<file path="src/rfcm_pkg.sv">
package rfcm_pkg;

  // Field widths of the frame and result transactions.
  localparam int unsigned SEQ_W    = 32;
  localparam int unsigned BYTE_W   = 8;
  localparam int unsigned NIB_W    = 4;
  localparam int unsigned CNT_W    = 8;
  localparam int unsigned FAULT_W  = 2;
  localparam int unsigned CFG_IDX_W = 3;
  localparam int unsigned CFG_DAT_W = 8;

  // Configuration register indexes.
  typedef enum logic [CFG_IDX_W-1:0] {
    CFG_MAX_SAFE_STATE  = 3'd0,
    CFG_MAX_SPEED_STATE = 3'd1,
    CFG_TIMEOUT_LIMIT   = 3'd2,
    CFG_INVALID_LIMIT   = 3'd3,
    CFG_STALE_LIMIT     = 3'd4
  } cfg_index_t;

  // Reported fault causes.
  typedef enum logic [FAULT_W-1:0] {
    FAULT_NONE    = 2'd0,
    FAULT_TIMEOUT = 2'd1,
    FAULT_INVALID = 2'd2,
    FAULT_STALE   = 2'd3
  } fault_cause_t;

endpackage

</file>
<file path="src/rfcm_ifs.sv">
// Frame transaction channel: one polling tick of the mailbox.
interface rfcm_in_if import rfcm_pkg::*; ();
  logic              valid;
  logic              ready;
  logic              frame_present;
  logic [SEQ_W-1:0]  frame_seq;
  logic [BYTE_W-1:0] frame_byte0;
  logic [BYTE_W-1:0] frame_byte1;
  logic [BYTE_W-1:0] frame_byte2;

  modport source (output valid, frame_present, frame_seq, frame_byte0, frame_byte1,
                  frame_byte2, input ready);
  modport sink (input valid, frame_present, frame_seq, frame_byte0, frame_byte1,
                frame_byte2, output ready);
endinterface

// Result transaction channel: decoded signals and fault cause.
interface rfcm_out_if import rfcm_pkg::*; ();
  logic               valid;
  logic               ready;
  logic               signals_applied;
  logic [NIB_W-1:0]   safety_state;
  logic [NIB_W-1:0]   speed_state;
  logic               brake_flag;
  logic [NIB_W-1:0]   event_state;
  logic               ack_button;
  logic [FAULT_W-1:0] fault_cause;
  logic               ack_changed;

  modport source (output valid, signals_applied, safety_state, speed_state, brake_flag,
                  event_state, ack_button, fault_cause, ack_changed, input ready);
  modport sink (input valid, signals_applied, safety_state, speed_state, brake_flag,
                event_state, ack_button, fault_cause, ack_changed, output ready);
endinterface

// Configuration write channel.
interface rfcm_cfg_if import rfcm_pkg::*; ();
  logic                 valid;
  logic                 ready;
  logic [CFG_IDX_W-1:0] index;
  logic [CFG_DAT_W-1:0] data;

  modport source (output valid, index, data, input ready);
  modport sink (input valid, index, data, output ready);
endinterface

</file>
<file path="src/rx_frame_comm_monitor.sv">
// Receive-frame communication monitor.
// The frame channel carries one mailbox poll per transaction: a present flag,
// the writer's sequence number and three packed frame bytes. Every frame
// transaction produces exactly one result transaction carrying the decoded
// signals (only when signals_applied is set) and the fault cause.
// The cfg channel writes the five limit registers by index; it is always
// ready and is meant to be used while no frame transactions are in flight.
// A transaction lands in the input register, is then evaluated against the
// monitor state, and its result is loaded into the result register.
// Throughput is one transaction per cycle while the result receiver does not
// stall, bounded by the single state update between those two registers.
// Reset clears the sequence, counters and alive/ack tracking, empties both
// registers and sets every limit register to 3.
// When the result receiver stalls, the result register holds its transaction
// and the input register can still take one more; ready on the frame channel
// drops only once both are full.
module rx_frame_comm_monitor import rfcm_pkg::*; (
  input  logic       clk,
  input  logic       rst,
  rfcm_cfg_if.sink   cfg,
  rfcm_in_if.sink    frame,
  rfcm_out_if.source result
);

  typedef struct packed {
    logic              frame_present;
    logic [SEQ_W-1:0]  frame_seq;
    logic [BYTE_W-1:0] frame_byte0;
    logic [BYTE_W-1:0] frame_byte1;
    logic [BYTE_W-1:0] frame_byte2;
  } frame_t;

  typedef struct packed {
    logic               signals_applied;
    logic [NIB_W-1:0]   safety_state;
    logic [NIB_W-1:0]   speed_state;
    logic               brake_flag;
    logic [NIB_W-1:0]   event_state;
    logic               ack_button;
    logic [FAULT_W-1:0] fault_cause;
    logic               ack_changed;
  } result_t;

  localparam logic [CNT_W-1:0] CNT_MAX = '1;

  function automatic logic [CNT_W-1:0] sat_inc(input logic [CNT_W-1:0] c);
    return (c == CNT_MAX) ? CNT_MAX : c + 1'b1;
  endfunction

  // Configuration registers.
  logic [NIB_W-1:0] max_safe_state;
  logic [NIB_W-1:0] max_speed_state;
  logic [CNT_W-1:0] timeout_limit;
  logic [CNT_W-1:0] invalid_limit;
  logic [CNT_W-1:0] stale_limit;

  // Monitor state and its next values.
  logic [SEQ_W-1:0] last_seq, last_seq_next;
  logic [CNT_W-1:0] no_frame_count, no_frame_count_next;
  logic [CNT_W-1:0] invalid_count, invalid_count_next;
  logic [NIB_W-1:0] prev_alive, prev_alive_next;
  logic             alive_seen, alive_seen_next;
  logic [CNT_W-1:0] stale_count, stale_count_next;
  logic [NIB_W-1:0] prev_ack_seq, prev_ack_seq_next;
  logic             ack_seen, ack_seen_next;

  // Pipeline registers.
  logic    in_valid;
  frame_t  in_frame;
  logic    out_valid;
  result_t out_result;
  result_t result_next;

  logic advance;
  logic out_free;

  // Decoded frame fields.
  logic [NIB_W-1:0] dec_safe, dec_speed, dec_event, dec_alive, dec_ack_seq;
  logic             dec_brake, dec_ack_button, dec_valid, dec_reserved;
  logic             frame_bad;

  assign cfg.ready   = 1'b1;
  assign out_free    = !out_valid || result.ready;
  assign advance     = in_valid && out_free;
  assign frame.ready = !in_valid || out_free;

  assign dec_safe       = in_frame.frame_byte0[3:0];
  assign dec_speed      = in_frame.frame_byte0[7:4];
  assign dec_brake      = in_frame.frame_byte1[0];
  assign dec_event      = in_frame.frame_byte1[4:1];
  assign dec_ack_button = in_frame.frame_byte1[5];
  assign dec_valid      = in_frame.frame_byte1[6];
  assign dec_reserved   = in_frame.frame_byte1[7];
  assign dec_alive      = in_frame.frame_byte2[3:0];
  assign dec_ack_seq    = in_frame.frame_byte2[7:4];
  assign frame_bad      = !dec_valid || dec_reserved || (dec_safe > max_safe_state) ||
                          (dec_speed > max_speed_state);

  // Evaluate the registered frame against the monitor state.
  always_comb begin
    last_seq_next       = last_seq;
    no_frame_count_next = no_frame_count;
    invalid_count_next  = invalid_count;
    prev_alive_next     = prev_alive;
    alive_seen_next     = alive_seen;
    stale_count_next    = stale_count;
    prev_ack_seq_next   = prev_ack_seq;
    ack_seen_next       = ack_seen;
    result_next         = '0;

    if (in_frame.frame_present) begin
      if (in_frame.frame_seq == last_seq) begin
        // Repeated sequence number: no new frame this tick.
        no_frame_count_next = sat_inc(no_frame_count);
        if (no_frame_count_next >= timeout_limit) begin
          result_next.fault_cause = FAULT_TIMEOUT;
        end
      end else begin
        last_seq_next       = in_frame.frame_seq;
        no_frame_count_next = '0;
        if (frame_bad) begin
          invalid_count_next = sat_inc(invalid_count);
          if (invalid_count_next >= invalid_limit) begin
            result_next.fault_cause = FAULT_INVALID;
          end
        end else begin
          invalid_count_next = '0;
          // Alive counter tracking; the first good frame only records it.
          if (!alive_seen) begin
            alive_seen_next  = 1'b1;
            stale_count_next = '0;
          end else if (dec_alive == prev_alive) begin
            stale_count_next = sat_inc(stale_count);
          end else begin
            stale_count_next = '0;
          end
          prev_alive_next = dec_alive;

          if (stale_count_next >= stale_limit) begin
            result_next.fault_cause = FAULT_STALE;
          end else begin
            result_next.signals_applied = 1'b1;
            result_next.safety_state    = dec_safe;
            result_next.speed_state     = dec_speed;
            result_next.brake_flag      = dec_brake;
            result_next.event_state     = dec_event;
            result_next.ack_button      = dec_ack_button;
            // Acknowledge sequence change; the first applied frame only records it.
            if (!ack_seen) begin
              ack_seen_next = 1'b1;
            end else begin
              result_next.ack_changed = (dec_ack_seq != prev_ack_seq);
            end
            prev_ack_seq_next = dec_ack_seq;
          end
        end
      end
    end
  end

  // Configuration register writes.
  always_ff @(posedge clk) begin
    if (rst) begin
      max_safe_state  <= NIB_W'(3);
      max_speed_state <= NIB_W'(3);
      timeout_limit   <= CNT_W'(3);
      invalid_limit   <= CNT_W'(3);
      stale_limit     <= CNT_W'(3);
    end else if (cfg.valid) begin
      case (cfg.index)
        CFG_MAX_SAFE_STATE:  max_safe_state  <= cfg.data[NIB_W-1:0];
        CFG_MAX_SPEED_STATE: max_speed_state <= cfg.data[NIB_W-1:0];
        CFG_TIMEOUT_LIMIT:   timeout_limit   <= cfg.data;
        CFG_INVALID_LIMIT:   invalid_limit   <= cfg.data;
        CFG_STALE_LIMIT:     stale_limit     <= cfg.data;
        default: ;
      endcase
    end
  end

  // Monitor state advances when the registered frame moves to the result register.
  always_ff @(posedge clk) begin
    if (rst) begin
      last_seq       <= '0;
      no_frame_count <= '0;
      invalid_count  <= '0;
      prev_alive     <= '0;
      alive_seen     <= 1'b0;
      stale_count    <= '0;
      prev_ack_seq   <= '0;
      ack_seen       <= 1'b0;
    end else if (advance) begin
      last_seq       <= last_seq_next;
      no_frame_count <= no_frame_count_next;
      invalid_count  <= invalid_count_next;
      prev_alive     <= prev_alive_next;
      alive_seen     <= alive_seen_next;
      stale_count    <= stale_count_next;
      prev_ack_seq   <= prev_ack_seq_next;
      ack_seen       <= ack_seen_next;
    end
  end

  // Input register.
  always_ff @(posedge clk) begin
    if (rst) begin
      in_valid <= 1'b0;
    end else if (frame.ready) begin
      in_valid <= frame.valid;
    end
  end

  always_ff @(posedge clk) begin
    if (frame.valid && frame.ready) begin
      in_frame.frame_present <= frame.frame_present;
      in_frame.frame_seq     <= frame.frame_seq;
      in_frame.frame_byte0   <= frame.frame_byte0;
      in_frame.frame_byte1   <= frame.frame_byte1;
      in_frame.frame_byte2   <= frame.frame_byte2;
    end
  end

  // Result register.
  always_ff @(posedge clk) begin
    if (rst) begin
      out_valid <= 1'b0;
    end else if (out_free) begin
      out_valid <= in_valid;
    end
  end

  always_ff @(posedge clk) begin
    if (advance) begin
      out_result <= result_next;
    end
  end

  assign result.valid           = out_valid;
  assign result.signals_applied = out_result.signals_applied;
  assign result.safety_state    = out_result.safety_state;
  assign result.speed_state     = out_result.speed_state;
  assign result.brake_flag      = out_result.brake_flag;
  assign result.event_state     = out_result.event_state;
  assign result.ack_button      = out_result.ack_button;
  assign result.fault_cause     = out_result.fault_cause;
  assign result.ack_changed     = out_result.ack_changed;

endmodule
</file>
<file path="src/flat_wrapper.sv">
// flat-port wrapper written by rule: the top's interface ports become plain ports
module rx_frame_comm_monitor_flat import rfcm_pkg::*;
  (clk, rst, cfg_valid, cfg_index, cfg_data, cfg_ready, frame_valid, frame_frame_present, frame_frame_seq, frame_frame_byte0, frame_frame_byte1, frame_frame_byte2, frame_ready, result_valid, result_signals_applied, result_safety_state, result_speed_state, result_brake_flag, result_event_state, result_ack_button, result_fault_cause, result_ack_changed, result_ready);
  rfcm_cfg_if cfg_i ();
  rfcm_in_if frame_i ();
  rfcm_out_if result_i ();
  input  logic clk;
  input  logic rst;
  input wire logic [$bits(cfg_i.valid)-1:0] cfg_valid;
  input wire logic [$bits(cfg_i.index)-1:0] cfg_index;
  input wire logic [$bits(cfg_i.data)-1:0] cfg_data;
  output wire logic [$bits(cfg_i.ready)-1:0] cfg_ready;
  input wire logic [$bits(frame_i.valid)-1:0] frame_valid;
  input wire logic [$bits(frame_i.frame_present)-1:0] frame_frame_present;
  input wire logic [$bits(frame_i.frame_seq)-1:0] frame_frame_seq;
  input wire logic [$bits(frame_i.frame_byte0)-1:0] frame_frame_byte0;
  input wire logic [$bits(frame_i.frame_byte1)-1:0] frame_frame_byte1;
  input wire logic [$bits(frame_i.frame_byte2)-1:0] frame_frame_byte2;
  output wire logic [$bits(frame_i.ready)-1:0] frame_ready;
  output wire logic [$bits(result_i.valid)-1:0] result_valid;
  output wire logic [$bits(result_i.signals_applied)-1:0] result_signals_applied;
  output wire logic [$bits(result_i.safety_state)-1:0] result_safety_state;
  output wire logic [$bits(result_i.speed_state)-1:0] result_speed_state;
  output wire logic [$bits(result_i.brake_flag)-1:0] result_brake_flag;
  output wire logic [$bits(result_i.event_state)-1:0] result_event_state;
  output wire logic [$bits(result_i.ack_button)-1:0] result_ack_button;
  output wire logic [$bits(result_i.fault_cause)-1:0] result_fault_cause;
  output wire logic [$bits(result_i.ack_changed)-1:0] result_ack_changed;
  input wire logic [$bits(result_i.ready)-1:0] result_ready;
  assign cfg_i.valid = cfg_valid;
  assign cfg_i.index = cfg_index;
  assign cfg_i.data = cfg_data;
  assign cfg_ready = cfg_i.ready;
  assign frame_i.valid = frame_valid;
  assign frame_i.frame_present = frame_frame_present;
  assign frame_i.frame_seq = frame_frame_seq;
  assign frame_i.frame_byte0 = frame_frame_byte0;
  assign frame_i.frame_byte1 = frame_frame_byte1;
  assign frame_i.frame_byte2 = frame_frame_byte2;
  assign frame_ready = frame_i.ready;
  assign result_valid = result_i.valid;
  assign result_signals_applied = result_i.signals_applied;
  assign result_safety_state = result_i.safety_state;
  assign result_speed_state = result_i.speed_state;
  assign result_brake_flag = result_i.brake_flag;
  assign result_event_state = result_i.event_state;
  assign result_ack_button = result_i.ack_button;
  assign result_fault_cause = result_i.fault_cause;
  assign result_ack_changed = result_i.ack_changed;
  assign result_i.ready = result_ready;
  rx_frame_comm_monitor u_core (.clk(clk), .rst(rst), .cfg(cfg_i), .frame(frame_i), .result(result_i));
endmodule
</file>
<file path="config.mk">
export PLATFORM = sky130hd
export DESIGN_NAME = rx_frame_comm_monitor_flat
export DESIGN_NICKNAME = d
export VERILOG_FILES = /design/src/rfcm_pkg.sv /design/src/rfcm_ifs.sv /design/src/rx_frame_comm_monitor.sv /design/src/flat_wrapper.sv
export SDC_FILE = /design/constraint.sdc
export NUM_CORES = 1
export LEC_CHECK = 0
export ABC_AREA = 1
export BUFFER_PORTS_ARGS = -buffer_cell sky130_fd_sc_hd__buf_4
export CORE_MARGIN = 3
export CORE_UTILIZATION = 50
export CTS_BUF_LIST = sky130_fd_sc_hd__clkbuf_4 sky130_fd_sc_hd__clkbuf_8
export DETAILED_ROUTE_END_ITERATION = 12
export GPL_TIMING_DRIVEN = 0
export PLACE_DENSITY = 0.7
export SYNTH_ARGS = -nofsm -noshare
export SYNTH_HDL_FRONTEND = slang
export SYNTH_SLANG_ARGS = --single-unit
export TNS_END_PERCENT = 10
</file>
<file path="constraint.sdc">
create_clock -name clk -period 3.25 [get_ports clk]
set_input_delay 0.65 -clock clk [delete_from_list [all_inputs] [get_ports clk]]
set_output_delay 0.65 -clock clk [all_outputs]
set_load 0.01 [all_outputs]
</file>
==> flow_metrics.tcl <==
set metrics [dict create \
    status "complete, no violations" \
    cp-start-kind "flip-flop" \
    cts_max_path_buffers 2 \
    yosys_warnings 0 \
    setup_ws_ns 0.2622 \
    clock_skew_ns 0.01709 \
    synth.distinct_cells 42 \
    synth_top_family_by_area "simple AND/OR/NAND/NOR gates" \
    drive_gt1_share_pct 17.14 \
    grt_pass1_wl_mm 25.87 \
    post_dp_cell_area_um2 8831 \
    clkSinkCount 175 \
    grt_max_degree 33 \
    clk_latency_ns 0.46 \
    cp-end-kind "flip-flop" \
    finalWirelength_mm 15.21 \
    irDropWorstVdd_mv 0.3984 \
    synthAdderAreaFrac_pct 5.569 \
    cts_buffers 17 \
    syn_nets 1002 \
    cts_root_buf "clkbuf_8" \
    fmax_mhz 334.7 \
    clkTransAtPathRegs_ns 0.10 \
    slew_headroom_pct 56.55 \
    fin_crit_sh_pct 91.93 \
    hold_class "input port to flip-flop" \
    final_nets 1116 \
    cp_data_required_time_ns 3.57 \
    first_pass_iters 5 \
    power.leakage_nw 3.974 \
    synthSimpleGateAreaFrac_pct 17.26 \
    core-area_um2 15310 \
    start_util_pct 51.35 \
    synthFlopType "dfxtp_1" \
    vias 5918 \
    drv_cap 0 \
    whs_ns 0.3593 \
    cts_tree "built" \
    routed_via_density 4.804 \
    synth.area.mux_share_pct 0 \
    fin_area_um2 9324 \
    finalHoldViolCount 0 \
    fp.dieW_um 131.4 \
    synthTopCellsByArea "edfxtp_1 (29%), dfxtp_1 (25%), nand2_1 (7.4%), inv_1 (5.9%), nor2_1 (5.7%)" \
    grt_overflow_total 0 \
    dp_slack_ns -0.1648 \
    place_hpwl_mm 11.25 \
    pin_count 94 \
    ys_seq_area_share_pct 54.10 \
    netlist_area_um2 7864 \
    final-setup-viol-count 0 \
    antenna_found_initial 0 \
    synth_edf_count 75 \
    finalNonFillerCells 1232 \
    syn_inst 894 \
    async_flop_share_pct 0 \
    postCtsHoldBufs 0 \
    crit_type "flip-flop to flip-flop" \
    drv_slew 0 \
    synth_xor_area_share_pct 3.453 \
    path_max_fanout 7 \
    cp.arrival_ns 3.30 \
    antennaDiodeCount 0 \
    groute.usage.overall_pct 18.30 \
    rows 45 \
    powerDensity_nw_per_um2 462.2 \
    syn_to_final_growth_pct 18.57 \
    fin_setup_tns_ns 0 \
    synth_seq_cells 175 \
    placed_cells 1197 \
    post_drt_wl_per_cell_um 12.34 \
    grt_pass1_vias 5632 \
    post-route-min-period_ns 2.988 \
    drtIter0Drc 342 \
    tightest_slew_ns 0.6518 \
    yosysTopAreaCell "edfxtp_1" \
    drc_errors 0 \
    ant_nets 0 \
    synth.avg_cell_area_um2 8.796 \
    portBuffers 91 \
    synth-compound-area-share_pct 11.38 \
    die-area_um2 17270 \
    fp.dieH_um 131.4 \
    yosysTopAreaCellShare_pct 28.64 \
    h-tree-depth 4 \
    place.gp.congestion 0.8100 \
]
## path summary, 6_finish.rpt
check	to	slack (ns)	cells after the start	start
setup / recovery	u_core.result.speed_state[3]	0.26	18	u_core.stale_count[0]
setup reg to reg	u_core.result.speed_state[3]	0.26	18	u_core.stale_count[0]
hold reg to reg	u_core.stale_limit[6]	0.47	2	u_core.stale_limit[6]
hold / removal	u_core.dec_safe[2]	0.36	1	frame_frame_byte0[2]
## worst max-delay path, cell delays in order (launching register included)
cell and delay (ns):
dfxtp_4 0.37, ha_2 0.18, nand2_2 0.06, inv_1 0.08, nand4_1 0.15, nor3_4 0.34, nor2_1 0.08, nor2_2 0.13
ha_1 0.26, a21oi_1 0.15, o21ai_0 0.10, nand2_1 0.07, nand2_1 0.08, nor2_4 0.15, inv_2 0.07, nor2_4 0.13
nand3_4 0.17, buf_4 0.20, nor2_1 0.08
## Yosys cell counts, types with 3 or more instances
cell / instances
a21oi_1: 71
buf_6: 7
clkbuf_1: 13
dfxtp_1: 100
edfxtp_1: 75
ha_1: 35
inv_1: 123
inv_2: 4
nand2_1: 154
nand3_1: 20
nand4_1: 5
nor2_1: 120
nor2_2: 4
nor3_1: 10
nor4_1: 3
o211ai_1: 4
o21ai_0: 79
o21ai_2: 3
or2_2: 5
xnor2_1: 27
xor2_1: 4
## sequential cells by signal, summed over array words and instances (netlist names), 8 cells and up
| name | count |
|---|---|
| u_core.no_frame_count | 8 |
| u_core.invalid_limit | 8 |
| u_core.invalid_count | 8 |
| u_core.stale_limit | 8 |
| u_core.stale_count | 8 |
| u_core.last_seq | 32 |
| u_core.in_frame | 33 |
| u_core.timeout_limit | 8 |
## cells by family after synthesis
kind of cell / count (synthesis)
simple gates: 329
flops: 175
compound gates: 169
buf+inv: 154
fa+ha+maj: 35
xor+xnor: 31
other cells: 1
## placed cells by master (no fill, tap or decap), drive strengths merged, types with 27 or more instances in the layout
| cell | n |
|---|---|
| a21oi | 72 |
| buf | 106 |
| clkbuf | 33 |
| dfxtp | 100 |
| edfxtp | 75 |
| ha | 35 |
| inv | 135 |
| nand2 | 157 |
| nor2 | 125 |
| o21ai | 83 |
| xnor2 | 27 |
## report_power, final
part / internal (mW) / switching (mW) / total (mW)
logic: 0.176 / 0.202 / 0.378
clock network: 0.642 / 0.849 / 1.49
registers: 2.39 / 0.0512 / 2.44
## stage by stage
step | power (mW) | utilization [%]
2_1_floorplan | 2.712 | -
3_3_place_gp | 2.857 | 57.53
3_5_place_dp | 2.871 | 57.66
4_1_cts | 4.344 | 60.34
5_1_grt | 4.511 | 60.88
6_report | 4.309 | 60.88
## final cells by class
class	instances	area, µm²
multi-input combinational	565	3013
fill	1356	5991
sequential	175	4259
tap	211	264.0
buffer	26	171.4
clock buffer	18	241.5
timing repair buffer	95	743.2
clock inverter	14	148.9
inverter	128	483.0
## layer usage
layer / GRT usage [%] / wire length (µm)
met1: 22.28 / 6808
met3: 4.786 / 648
met4: 5.309 / 189
met5: 0 / 0
met2: 32.01 / 7558
## what timing repair did
action / in CTS / in global routing
gates resized for setup: 3 / 16
endpoints found under the setup margin: 10 / 21
setup buffers: 0 / 2
pin swaps: 0 / 5
cloned: 0 / 1
Note: power is estimated with default switching activity, not from simulation.
